### config.mk
export PLATFORM = sky130hd
export DESIGN_NAME = sprite_alpha_blit
export DESIGN_NICKNAME = d
export VERILOG_FILES = /design/src/sab_pkg.sv /design/src/sab_blend.sv /design/src/sprite_alpha_blit.sv
export SDC_FILE = /design/constraint.sdc
export NUM_CORES = 2
export LEC_CHECK = 0
export BUFFER_PORTS_ARGS = -buffer_cell sky130_fd_sc_hd__buf_2
export CORE_AREA = 2 2 246 248
export CTS_CLUSTER_DIAMETER = 40
export DETAILED_ROUTE_END_ITERATION = 8
export DIE_AREA = 0 0 248 250
export GPL_TIMING_DRIVEN = 0
export PLACE_DENSITY = 0.73
export SYNTH_ARGS = -nofsm -noshare
export SYNTH_HDL_FRONTEND = slang
export SYNTH_SLANG_ARGS = --single-unit
### constraint.sdc
create_clock -name clk -period 8.7 [get_ports clk]
set_input_delay 0.435 -clock clk [delete_from_list [all_inputs] [get_ports clk]]
set_output_delay 0.435 -clock clk [all_outputs]
set_load 0.03 [all_outputs]
### src/sab_pkg.sv
package sab_pkg;

  localparam int REG_BITS   = 12;
  localparam int CHAN_BITS  = 8;
  localparam int ADDR_BITS  = 22;
  localparam int CFG_IDX_BITS = 3;

  localparam logic [CFG_IDX_BITS-1:0] REG_POS_X         = 3'd0;
  localparam logic [CFG_IDX_BITS-1:0] REG_POS_Y         = 3'd1;
  localparam logic [CFG_IDX_BITS-1:0] REG_SPRITE_WIDTH  = 3'd2;
  localparam logic [CFG_IDX_BITS-1:0] REG_SPRITE_HEIGHT = 3'd3;
  localparam logic [CFG_IDX_BITS-1:0] REG_SCREEN_WIDTH  = 3'd4;
  localparam logic [CFG_IDX_BITS-1:0] REG_SCREEN_HEIGHT = 3'd5;

  localparam logic [CHAN_BITS-1:0] OPAQUE = 8'd255;

  typedef struct packed {
    logic [CHAN_BITS-1:0] blue;
    logic [CHAN_BITS-1:0] green;
    logic [CHAN_BITS-1:0] red;
  } rgb_t;

  // Exact x / 255 for any x up to 255 * 255: add the high byte back in, round, keep the high byte.
  function automatic logic [CHAN_BITS-1:0] div255(input logic [15:0] x);
    logic [16:0] s;
    s = {1'b0, x} + 17'd1 + {9'd0, x[15:8]};
    return s[15:8];
  endfunction

endpackage

### src/sab_blend.sv
module sab_blend (
  input  sab_pkg::rgb_t                 tex,
  input  sab_pkg::rgb_t                 dst,
  input  logic [sab_pkg::CHAN_BITS-1:0] alpha,
  output sab_pkg::rgb_t                 mix
);

  logic [sab_pkg::CHAN_BITS-1:0] inv_alpha;

  // The weighted sum never exceeds 255 * 255, so it fits in 16 bits.
  function automatic logic [sab_pkg::CHAN_BITS-1:0] blend_ch(
    input logic [7:0] t,
    input logic [7:0] d,
    input logic [7:0] a,
    input logic [7:0] ia
  );
    logic [15:0] sum;
    sum = 16'(t) * 16'(a) + 16'(d) * 16'(ia);
    return sab_pkg::div255(sum);
  endfunction

  assign inv_alpha = sab_pkg::OPAQUE - alpha;

  always_comb begin
    mix.red   = blend_ch(tex.red,   dst.red,   alpha, inv_alpha);
    mix.green = blend_ch(tex.green, dst.green, alpha, inv_alpha);
    mix.blue  = blend_ch(tex.blue,  dst.blue,  alpha, inv_alpha);
  end

endmodule

### src/sprite_alpha_blit.sv
// Channel   Dir  Signals                                   Content
// s_*       in   s_tvalid s_tready s_tdata[55:0]            one texel with the screen color under it
// m_*       out  m_tvalid m_tready m_tdata[47:0] m_tuser    one pixel write, m_tlast ends the sprite
//                m_tlast
// cfg_*     in   cfg_valid cfg_ready cfg_index cfg_data     register writes, always ready
//
// One texel per cycle unless the output stalls: the texel is placed and clipped into the input
// register, then the address multiply and the per-channel blend feed the output register.
// A beat is accepted while a finished pixel waits, as long as the input register can move on.
// rst is synchronous: counters go to zero, position to 0, all sizes to 1.
// A stalled output holds its beat; the input side stalls only once both stages are full.
module sprite_alpha_blit #(
  parameter int COORD_BITS = 11
) (
  input  logic        clk,
  input  logic        rst,
  // s_tdata: tex_red, tex_green, tex_blue, tex_alpha, dst_red, dst_green, dst_blue
  input  logic        s_tvalid,
  output logic        s_tready,
  input  logic [55:0] s_tdata,
  // m_tdata: pixel_address[21:0], out_red, out_green, out_blue, 2 bits zero
  output logic        m_tvalid,
  input  logic        m_tready,
  output logic [47:0] m_tdata,
  // m_tuser: write_enable
  output logic [0:0]  m_tuser,
  output logic        m_tlast,
  input  logic        cfg_valid,
  output logic        cfg_ready,
  input  logic [sab_pkg::CFG_IDX_BITS-1:0] cfg_index,
  input  logic [sab_pkg::REG_BITS-1:0]     cfg_data
);

  localparam int PW   = ((COORD_BITS > sab_pkg::REG_BITS) ? COORD_BITS : sab_pkg::REG_BITS) + 2;
  localparam int CMPW = ((COORD_BITS + 1 > sab_pkg::REG_BITS) ? COORD_BITS + 1
                                                               : sab_pkg::REG_BITS) + 1;
  localparam logic [CMPW-1:0] SIZE_LIM = CMPW'(1) << COORD_BITS;
  localparam int RB = sab_pkg::REG_BITS;

  // Configuration
  logic signed [RB-1:0] pos_x;
  logic signed [RB-1:0] pos_y;
  logic [RB-1:0] sprite_width;
  logic [RB-1:0] sprite_height;
  logic [RB-1:0] screen_width;
  logic [RB-1:0] screen_height;

  assign cfg_ready = 1'b1;

  always_ff @(posedge clk) begin
    if (rst) begin
      pos_x         <= '0;
      pos_y         <= '0;
      sprite_width  <= RB'(1);
      sprite_height <= RB'(1);
      screen_width  <= RB'(1);
      screen_height <= RB'(1);
    end else if (cfg_valid && cfg_ready) begin
      case (cfg_index)
        sab_pkg::REG_POS_X:         pos_x         <= cfg_data;
        sab_pkg::REG_POS_Y:         pos_y         <= cfg_data;
        sab_pkg::REG_SPRITE_WIDTH:  sprite_width  <= cfg_data;
        sab_pkg::REG_SPRITE_HEIGHT: sprite_height <= cfg_data;
        sab_pkg::REG_SCREEN_WIDTH:  screen_width  <= cfg_data;
        sab_pkg::REG_SCREEN_HEIGHT: screen_height <= cfg_data;
        default: ;
      endcase
    end
  end

  // Placement and clipping, ahead of the input register
  logic [COORD_BITS-1:0] column_count;
  logic [COORD_BITS-1:0] row_count;
  logic [COORD_BITS-1:0] column_count_next;
  logic [COORD_BITS-1:0] row_count_next;
  logic [CMPW-1:0] sw_raw, sh_raw, sw_eff, sh_eff;
  logic signed [PW-1:0] x_pos, y_pos;
  logic [PW-1:0] scw_ext, sch_ext;
  logic in_on, row_end, in_last, in_accept;

  always_comb begin
    sw_raw = CMPW'(sprite_width);
    sh_raw = CMPW'(sprite_height);
    if (sw_raw == '0) sw_eff = CMPW'(1);
    else if (sw_raw > SIZE_LIM) sw_eff = SIZE_LIM;
    else sw_eff = sw_raw;
    if (sh_raw == '0) sh_eff = CMPW'(1);
    else if (sh_raw > SIZE_LIM) sh_eff = SIZE_LIM;
    else sh_eff = sh_raw;

    x_pos = PW'(pos_x) + $signed({{(PW-COORD_BITS){1'b0}}, column_count});
    y_pos = PW'(pos_y) + $signed({{(PW-COORD_BITS){1'b0}}, row_count});
    scw_ext = PW'(screen_width);
    sch_ext = PW'(screen_height);
    in_on = !x_pos[PW-1] && !y_pos[PW-1] &&
            (PW'(x_pos) < scw_ext) && (PW'(y_pos) < sch_ext);

    row_end = (CMPW'(column_count) + CMPW'(1)) >= sw_eff;
    in_last = row_end && ((CMPW'(row_count) + CMPW'(1)) >= sh_eff);

    if (in_last) begin
      column_count_next = '0;
      row_count_next    = '0;
    end else if (row_end) begin
      column_count_next = '0;
      row_count_next    = row_count + COORD_BITS'(1);
    end else begin
      column_count_next = column_count + COORD_BITS'(1);
      row_count_next    = row_count;
    end
  end

  assign in_accept = s_tvalid && s_tready;

  always_ff @(posedge clk) begin
    if (rst) begin
      column_count <= '0;
      row_count    <= '0;
    end else if (in_accept) begin
      column_count <= column_count_next;
      row_count    <= row_count_next;
    end
  end

  // Input register
  logic s1_valid, s1_on, s1_last, s1_move;
  logic [RB-1:0] s1_x, s1_y;
  logic [sab_pkg::CHAN_BITS-1:0] s1_alpha;
  sab_pkg::rgb_t s1_tex, s1_dst;
  logic out_valid;

  assign s1_move  = s1_valid && (!out_valid || m_tready);
  assign s_tready = !s1_valid || s1_move;

  always_ff @(posedge clk) begin
    if (rst) begin
      s1_valid <= 1'b0;
    end else if (s_tready) begin
      s1_valid <= s_tvalid;
    end
  end

  always_ff @(posedge clk) begin
    if (in_accept) begin
      s1_on        <= in_on;
      s1_last      <= in_last;
      s1_x         <= RB'(x_pos);
      s1_y         <= RB'(y_pos);
      s1_tex.red   <= s_tdata[7:0];
      s1_tex.green <= s_tdata[15:8];
      s1_tex.blue  <= s_tdata[23:16];
      s1_alpha     <= s_tdata[31:24];
      s1_dst.red   <= s_tdata[39:32];
      s1_dst.green <= s_tdata[47:40];
      s1_dst.blue  <= s_tdata[55:48];
    end
  end

  // Address and blend, ahead of the output register
  sab_pkg::rgb_t mix;
  logic [2*RB-1:0] addr_full;
  logic [sab_pkg::ADDR_BITS-1:0] addr_next;

  sab_blend u_blend (
    .tex   (s1_tex),
    .dst   (s1_dst),
    .alpha (s1_alpha),
    .mix   (mix)
  );

  always_comb begin
    addr_full = (2*RB)'(s1_y) * (2*RB)'(screen_width) + (2*RB)'(s1_x);
    addr_next = addr_full[sab_pkg::ADDR_BITS-1:0];
  end

  // Output register
  logic [sab_pkg::ADDR_BITS-1:0] out_addr;
  sab_pkg::rgb_t out_rgb;
  logic out_we, out_last;

  always_ff @(posedge clk) begin
    if (rst) begin
      out_valid <= 1'b0;
    end else if (!out_valid || m_tready) begin
      out_valid <= s1_valid;
    end
  end

  always_ff @(posedge clk) begin
    if (s1_move) begin
      out_addr <= s1_on ? addr_next : '0;
      out_rgb  <= s1_on ? mix : '0;
      out_we   <= s1_on && (s1_alpha != '0);
      out_last <= s1_last;
    end
  end

  assign m_tvalid   = out_valid;
  assign m_tdata    = {2'b00, out_rgb.blue, out_rgb.green, out_rgb.red, out_addr};
  assign m_tuser[0] = out_we;
  assign m_tlast    = out_last;

  // Checks
  a_last_clears: assert property (@(posedge clk) disable iff (rst)
    in_accept && in_last |=> column_count == '0 && row_count == '0)
    else $error("counters not cleared after last texel");

  a_column_step: assert property (@(posedge clk) disable iff (rst)
    in_accept && !row_end |=> column_count == $past(column_count) + COORD_BITS'(1))
    else $error("column counter did not step");

  a_ready_when_empty: assert property (@(posedge clk) disable iff (rst)
    !out_valid |-> s_tready)
    else $error("input stalled with empty output register");

  a_offscreen_zero: assert property (@(posedge clk) disable iff (rst)
    s1_move && !s1_on |=> m_tdata == '0 && !m_tuser[0])
    else $error("off-screen texel produced a write");

endmodule

# --- After elaboration in Yosys (flattened, before gate mapping) ---
# Index checks and enable logic that the tools add are counted.
classes:
  add_sub_neg: 17
  n_mul: 7
  order_cmp: 6
  n_eq_ne: 5
  mux: 8
  reduce_logical: 25
op_table:
  columns: ["operator", "count"]
  rows:
  - ["$mul 8x8->16", 6]
  - ["$add 16x1->16 const B", 3]
  - ["$add 16x16->16", 3]
  - ["$add 16x8->16", 3]
  - ["$mux 12", 4]
  - ["$mux 11", 4]
  - ["$lt 14x12->1", 2]
  - ["$add 12x12->13", 2]
  - ["$ge 12x13->1", 2]
  - ["$add 11x1->12 const B", 2]
  - ["$gt 12x12->1 const B", 2]
  - ["$logic_not 12->1", 2]
  - ["$add 11x1->11 const B", 2]
  - ["$add 22x12->22", 1]
  - ["$mul 12x12->22", 1]
  - ["$reduce_and 2->1", 7]
  - ["$reduce_bool 8->1", 1]
  - ["$sub 8x8->8 const A", 1]
  - ["$logic_and 1x1->1", 7]
  - ["$eq 3x2->1 const B", 2]
  - ["$eq 3x3->1 const B", 2]
  - ["$logic_not 1->1", 4]
  - ["$eq 3x1->1 const B", 1]
  - ["$logic_not 3->1", 1]
  - ["other kinds (2)", 3]
totals:
  ff_bits: 226
  inputBits: 76
  output_inout_bits: 53
  wordCells: 95

# --- Logic depth before layout (Yosys ltp) ---
depth:
  ltp_word: 7
  depth_mapped: 29
  depth_no_buf: 27

# --- By module ---
# Synthesis repeated with hierarchy kept, for this count alone.
hier_totals:
  hier_cells: 3213
  hier_area_um2: 29713.5
by_module_without_submodules:
  columns: ["mod", "n_inst", "cells_each", "area_each_um2", "seq_area_each_um2"]
  rows:
  - ["sprite_alpha_blit", 1, 1556, 15282.2, 5825.6]
  - ["sab_blend", 1, 1657, 14431.3, 0.0]

# --- Worst setup path before layout ---
# OpenSTA, ideal clock, no wires.
synth_path:
  kind: "register to register"
  from: "register s1_alpha[6] (netlist name)"
  to: "register out_rgb, in the netlist m_tdata[22] (data pin)"
  setup_time_ns: 0.266
  t_arrival_ns: 7.230
  required_time_ns: 8.434
  slack_ns: 1.204
  stages_incl_launch_ff: 27
  n_path_buf: 2
  period_less_slack_ns: 7.496
  path_cell_list: "edfxtp_1 > clkbuf_1 > clkbuf_1 > nand2_1 > fa_1 > fa_1 > fa_1 > inv_1 > fa_1 > fa_1 > inv_1 > fa_1 > inv_1 > ha_1 > o21ai_0 > nand2b_1 > a31oi_1 > mux2i_1 > nand2_1 > ha_1 > or3_1 > a2111oi_0 > a211oi_2 > maj3_2 > a31oi_4 > xnor2_1 > nor2_1"
synth_via:
  elab_chain_cells: 5
  elab_cells_between_ends: 6
  cone_classes: "4 x add/sub; 2 x mul"
synth_rtl:
  columns: ["item", "line", "rtl"]
  rows:
  - ["start, declared", "sprite_alpha_blit.sv:128", "logic [sab_pkg::CHAN_BITS-1:0] s1_alpha;"]
  - ["start signal, assigned", "sprite_alpha_blit.sv:152", "s1_alpha <= s_tdata[31:24];"]
  - ["$sub 8x8->8", "sab_blend.sv:22", "assign inv_alpha = sab_pkg::OPAQUE - alpha;"]
  - ["$mul 8x8->16", "sab_blend.sv:18", "sum = 16'(t) * 16'(a) + 16'(d) * 16'(ia);"]
  - ["$add 16x16->16 (*)", "sab_blend.sv:18", null]
  - ["$add 16x1->16", "sab_pkg.sv:26", "s = {1'b0, x} + 17'd1 + {9'd0, x[15:8]};"]
  - ["$add 16x8->16 (*)", "sab_pkg.sv:26", null]
  - ["end signal, assigned", "sprite_alpha_blit.sv:192", "out_rgb <= s1_on ? mix : '0;"]
  - ["end, declared", "sprite_alpha_blit.sv:178", "sab_pkg::rgb_t out_rgb;"]
# Every way passes the cells marked *; elsewhere a longest branch is shown, timed or not.
# A chain may end at the register's enable or synchronous reset.

# --- Final worst setup path ---
layout_path:
  from: "register s1_alpha[4] (netlist name)"
  to: "register out_rgb, in the netlist m_tdata[22] (data pin)"
# Same word-level chain as after synthesis.

==> key figures <==
Synthesis
  – Sequential fraction of the synthesis area: 19.8%
  – EDFF count, synth: 130
  – Cell taking the most area after synthesis: fa_1
  – Synth Flop Type: edfxtp_1
  – Post-Syn Instances: 3185
  – Mux cell area share after synthesis: 0.344%
  – Syn Area/Cell: 9.24 µm²
  – Cells taking the most area after synthesis: fa_1, ha_1, edfxtp_1, inv_1, dfxtp_1
  – Netlist cell types: 82
  – Fraction of registers with async set/reset: 0%
  – Synth warn: 0
  – Area share of the largest cell type after synthesis: 27.2%
  – Synth Area in Adders: 41.5%
  – Largest family of logic cells by synthesized area: adder cells
  – Xor/xnor share of the synthesized area: 2.92%
  – Post-Syn Area: 29400 µm²
  – Yosys reg bits: 226
  – Synth Area in Compound Gates: 8.41%
  – Synth Area in Simple Gates: 18.1%

Timing
  – Tightest Pin Transition: 1.30 ns
  – Fmax: 121 MHz
  – Final setup violation count: 0
  – Max Slew Vio Count: 0
  – Final period utilization: 94.6%
  – Final Skew: 0.0318 ns
  – RSZ-0062 raised after global routing: false
  – Minimum clock period: 8.23 ns
  – Slew headroom: 13.4%
  – Hold Vio Cnt, Final: 0

Placement
  – RD Place Congestion: 0.884
  – IO buf count: 124
  – Detailed Place HPWL: 58500 µm
  – Placed insts: 4098

Clock tree
  – Worst skew pair latency: 0.61 ns
  – CTS max path bufs: 3
  – CTS root buffer: clkbuf_16
  – CTS tree: done
  – Clk slew on worst S/H paths: 0.05 ns
  – Htree depth: 2
  – Clk sink count: 226
  – CTS Buf Count: 47

Cells and area
  – Layout cells sized above 1: 7.72%
  – Sequential cell area: 5830 µm²
  – Final instance count without filler cells: 4217
  – NumNets Final: 4205
  – Final Util: 55.6%
  – Fillers: 5269
  – Multi-input logic area: 21000 µm²
  – Area growth syn-to-layout: 12.5%

Floorplan
  – Row count: 90
  – Die X: 248 µm
  – I/O pins: 129
  – Die height: 250 µm
  – Core box area: 59600 µm²
  – Die Area: 62000 µm²
  – Starting density of the core: 49.4%

Hold path
  – Worst Hold Class: in2reg
  – Hold Path Depth: 1
  – Hold path startpoint: s_tdata[43]
  – Hold Path Sink: s1_dst[11]

Critical path
  – Crit-path most repeated cell: fa_1
  – Slowest Stage Delay on Critical Path: 0.55 ns
  – Reg-to-reg setup timing slack: 0.47 ns
  – Critical path launch point type: flip-flop
  – Critical path origin: s1_alpha[4]
  – Worst path top cell family by delay: adder cells
  – CP arrival: 8.53 ns
  – Crit end category: flip-flop
  – Reg2reg path depth: 26
  – Slowest stage cell, crit path: fa_1
  – RR Endpoint: m_tdata[22]
  – Reg-to-Reg Start: s1_alpha[4]
  – Worst Path Max Fanout: 10
  – Crit path buf inv count: 5
  – Worst EP required: 9.00 ns
  – Critical path type: reg2reg

Global route
  – Grt total ovfl: 0
  – Initial antenna violation count: 4
  – Wire length of the first global-routing pass: 122000 µm
  – Total global-route track usage: 25.2%
  – Vias in the first global route: 23.6k
  – Largest net degree at the start of global routing: 52

Routing
  – DRC viols: 0
  – Pre-Repair DR Iteration Count: 8
  – Via count: 22.6k
  – DR vias/cell: 5.36
  – Final antenna-violating net count: 0
  – Wire length per cell: 17.6 µm
  – Drt total wl: 74200 µm
  – DRT iter0 DRCs: 1338

Flow run
  – MaxCap Viol Count: 0

Run status
  – Status: finished clean
[synth_stat cells, drive strengths merged, types with 5 or more instances]
cell	number
nor2b	136
fa	400
dfxtp	96
o21bai	14
nand2b	90
inv	593
mux2i	9
ha	334
xnor2	72
a211oi	11
nor3	24
o21a	15
clkbuf	91
o31ai	5
nand2	403
and3	20
o211ai	13
nor3b	9
or3	16
and2	176
o2111ai	5
or4	10
nand4	6
and4	5
nor2	83
a21oi	157
xor2	26
o21ai	51
nand3	38
nor4	13
a32o	10
a21o	38
edfxtp	130
a31oi	12
buf	13
[cells in the final DEF (no fill, tap or decap), types with 11 or more instances in the layout]
cell type / n
a21o_1: 38
a21oi_1: 156
a31oi_1: 11
and2_1: 176
and3_1: 20
buf_2: 125
buf_4: 11
clkbuf_1: 86
clkbuf_16: 51
dfxtp_1: 96
dlygate4sd3_1: 24
edfxtp_1: 130
fa_1: 400
ha_1: 334
inv_1: 593
nand2_1: 403
nand2b_1: 90
nand3_1: 36
nor2_1: 83
nor2b_1: 134
nor3_1: 22
nor4_1: 13
o211ai_1: 13
o21a_1: 15
o21ai_0: 39
o21bai_1: 14
or3_1: 15
xnor2_1: 72
xor2_1: 26
[cells by family after synthesis]
family	Yosys count
AOI/OAI and AO/OA	375
xor gates and xnor gates	98
adders and majority gates	735
buffers and inverters	698
DFF	226
muxes	10
other	2
and+or+nand+nor	1041
[state kept, by name, indices dropped and copies added (netlist names), 8 cells and up]
| register | cells |
|---|---|
| m_tdata | 24 |
| s1_dst | 24 |
| s1_tex | 24 |
| out_addr | 22 |
| pos_x | 12 |
| pos_y | 12 |
| s1_x | 12 |
| s1_y | 12 |
| screen_height | 12 |
| screen_width | 12 |
| sprite_height | 12 |
| sprite_width | 12 |
| column_count | 11 |
| row_count | 11 |
| s1_alpha | 8 |
[repair_timing]
action / 4_1_cts / 5_1_grt
setup buffers: 0 / 8
hold buffers: 24 / 0
endpoints found under the setup margin: 4 / 15
hold endpoints to repair: 24 / 0
resized for setup: 4 / 18
[stage by stage]
step	setup TNS [ns]	hold WS [ns]	instance area [µm²]	setup slack, ns
2_1_floorplan	0	0.400	29400	1.20
3_3_place_gp	-0.221	0.444	31000	-0.101
3_5_place_dp	-0.655	0.448	31100	-0.204
4_1_cts	0	0.000170	33000	0.0106
5_1_grt	0	0.0112	33100	0.0186
6_report	0	0.0327	33100	0.465
[metal layers]
layer | vias to the layer above | wire length [µm] | GRT usage (%)
li1 | 10600 | - | -
met1 | 11200 | 29500 | 31.2
met2 | 654 | 36500 | 43.1
met3 | 174 | 4780 | 4.02
met4 | 4 | 3310 | 10.9
met5 | - | 29 | 0
[how the worst max path moves through the flow]
stage | endpoint | cells after the start
after global routing | m_tdata[22] | 26
after floorplan | m_tdata[22] | 26
after CTS | m_tdata[22] | 26
final | m_tdata[22] | 26
after detailed placement | m_tdata[22] | 26
after global placement | m_tdata[22] | 26
[layout make-up]
| cell class | count | share of cell area [%] |
|---|---|---|
| flip-flops and latches | 226 | 17.6 |
| plain buffers | 102 | 1.25 |
| inverters | 594 | 6.73 |
| well taps | 782 | 2.95 |
| multi-input cells | 2265 | 63.4 |
| clock buffers | 64 | 4.15 |
| diodes | 1 | 0.00756 |
| repair buffers | 159 | 3.01 |
| clock inverters | 24 | 0.903 |
Power is left out: the tool's default activity adds up to more than one toggle a clock period on the data nets, which glitch-free logic cannot reach.
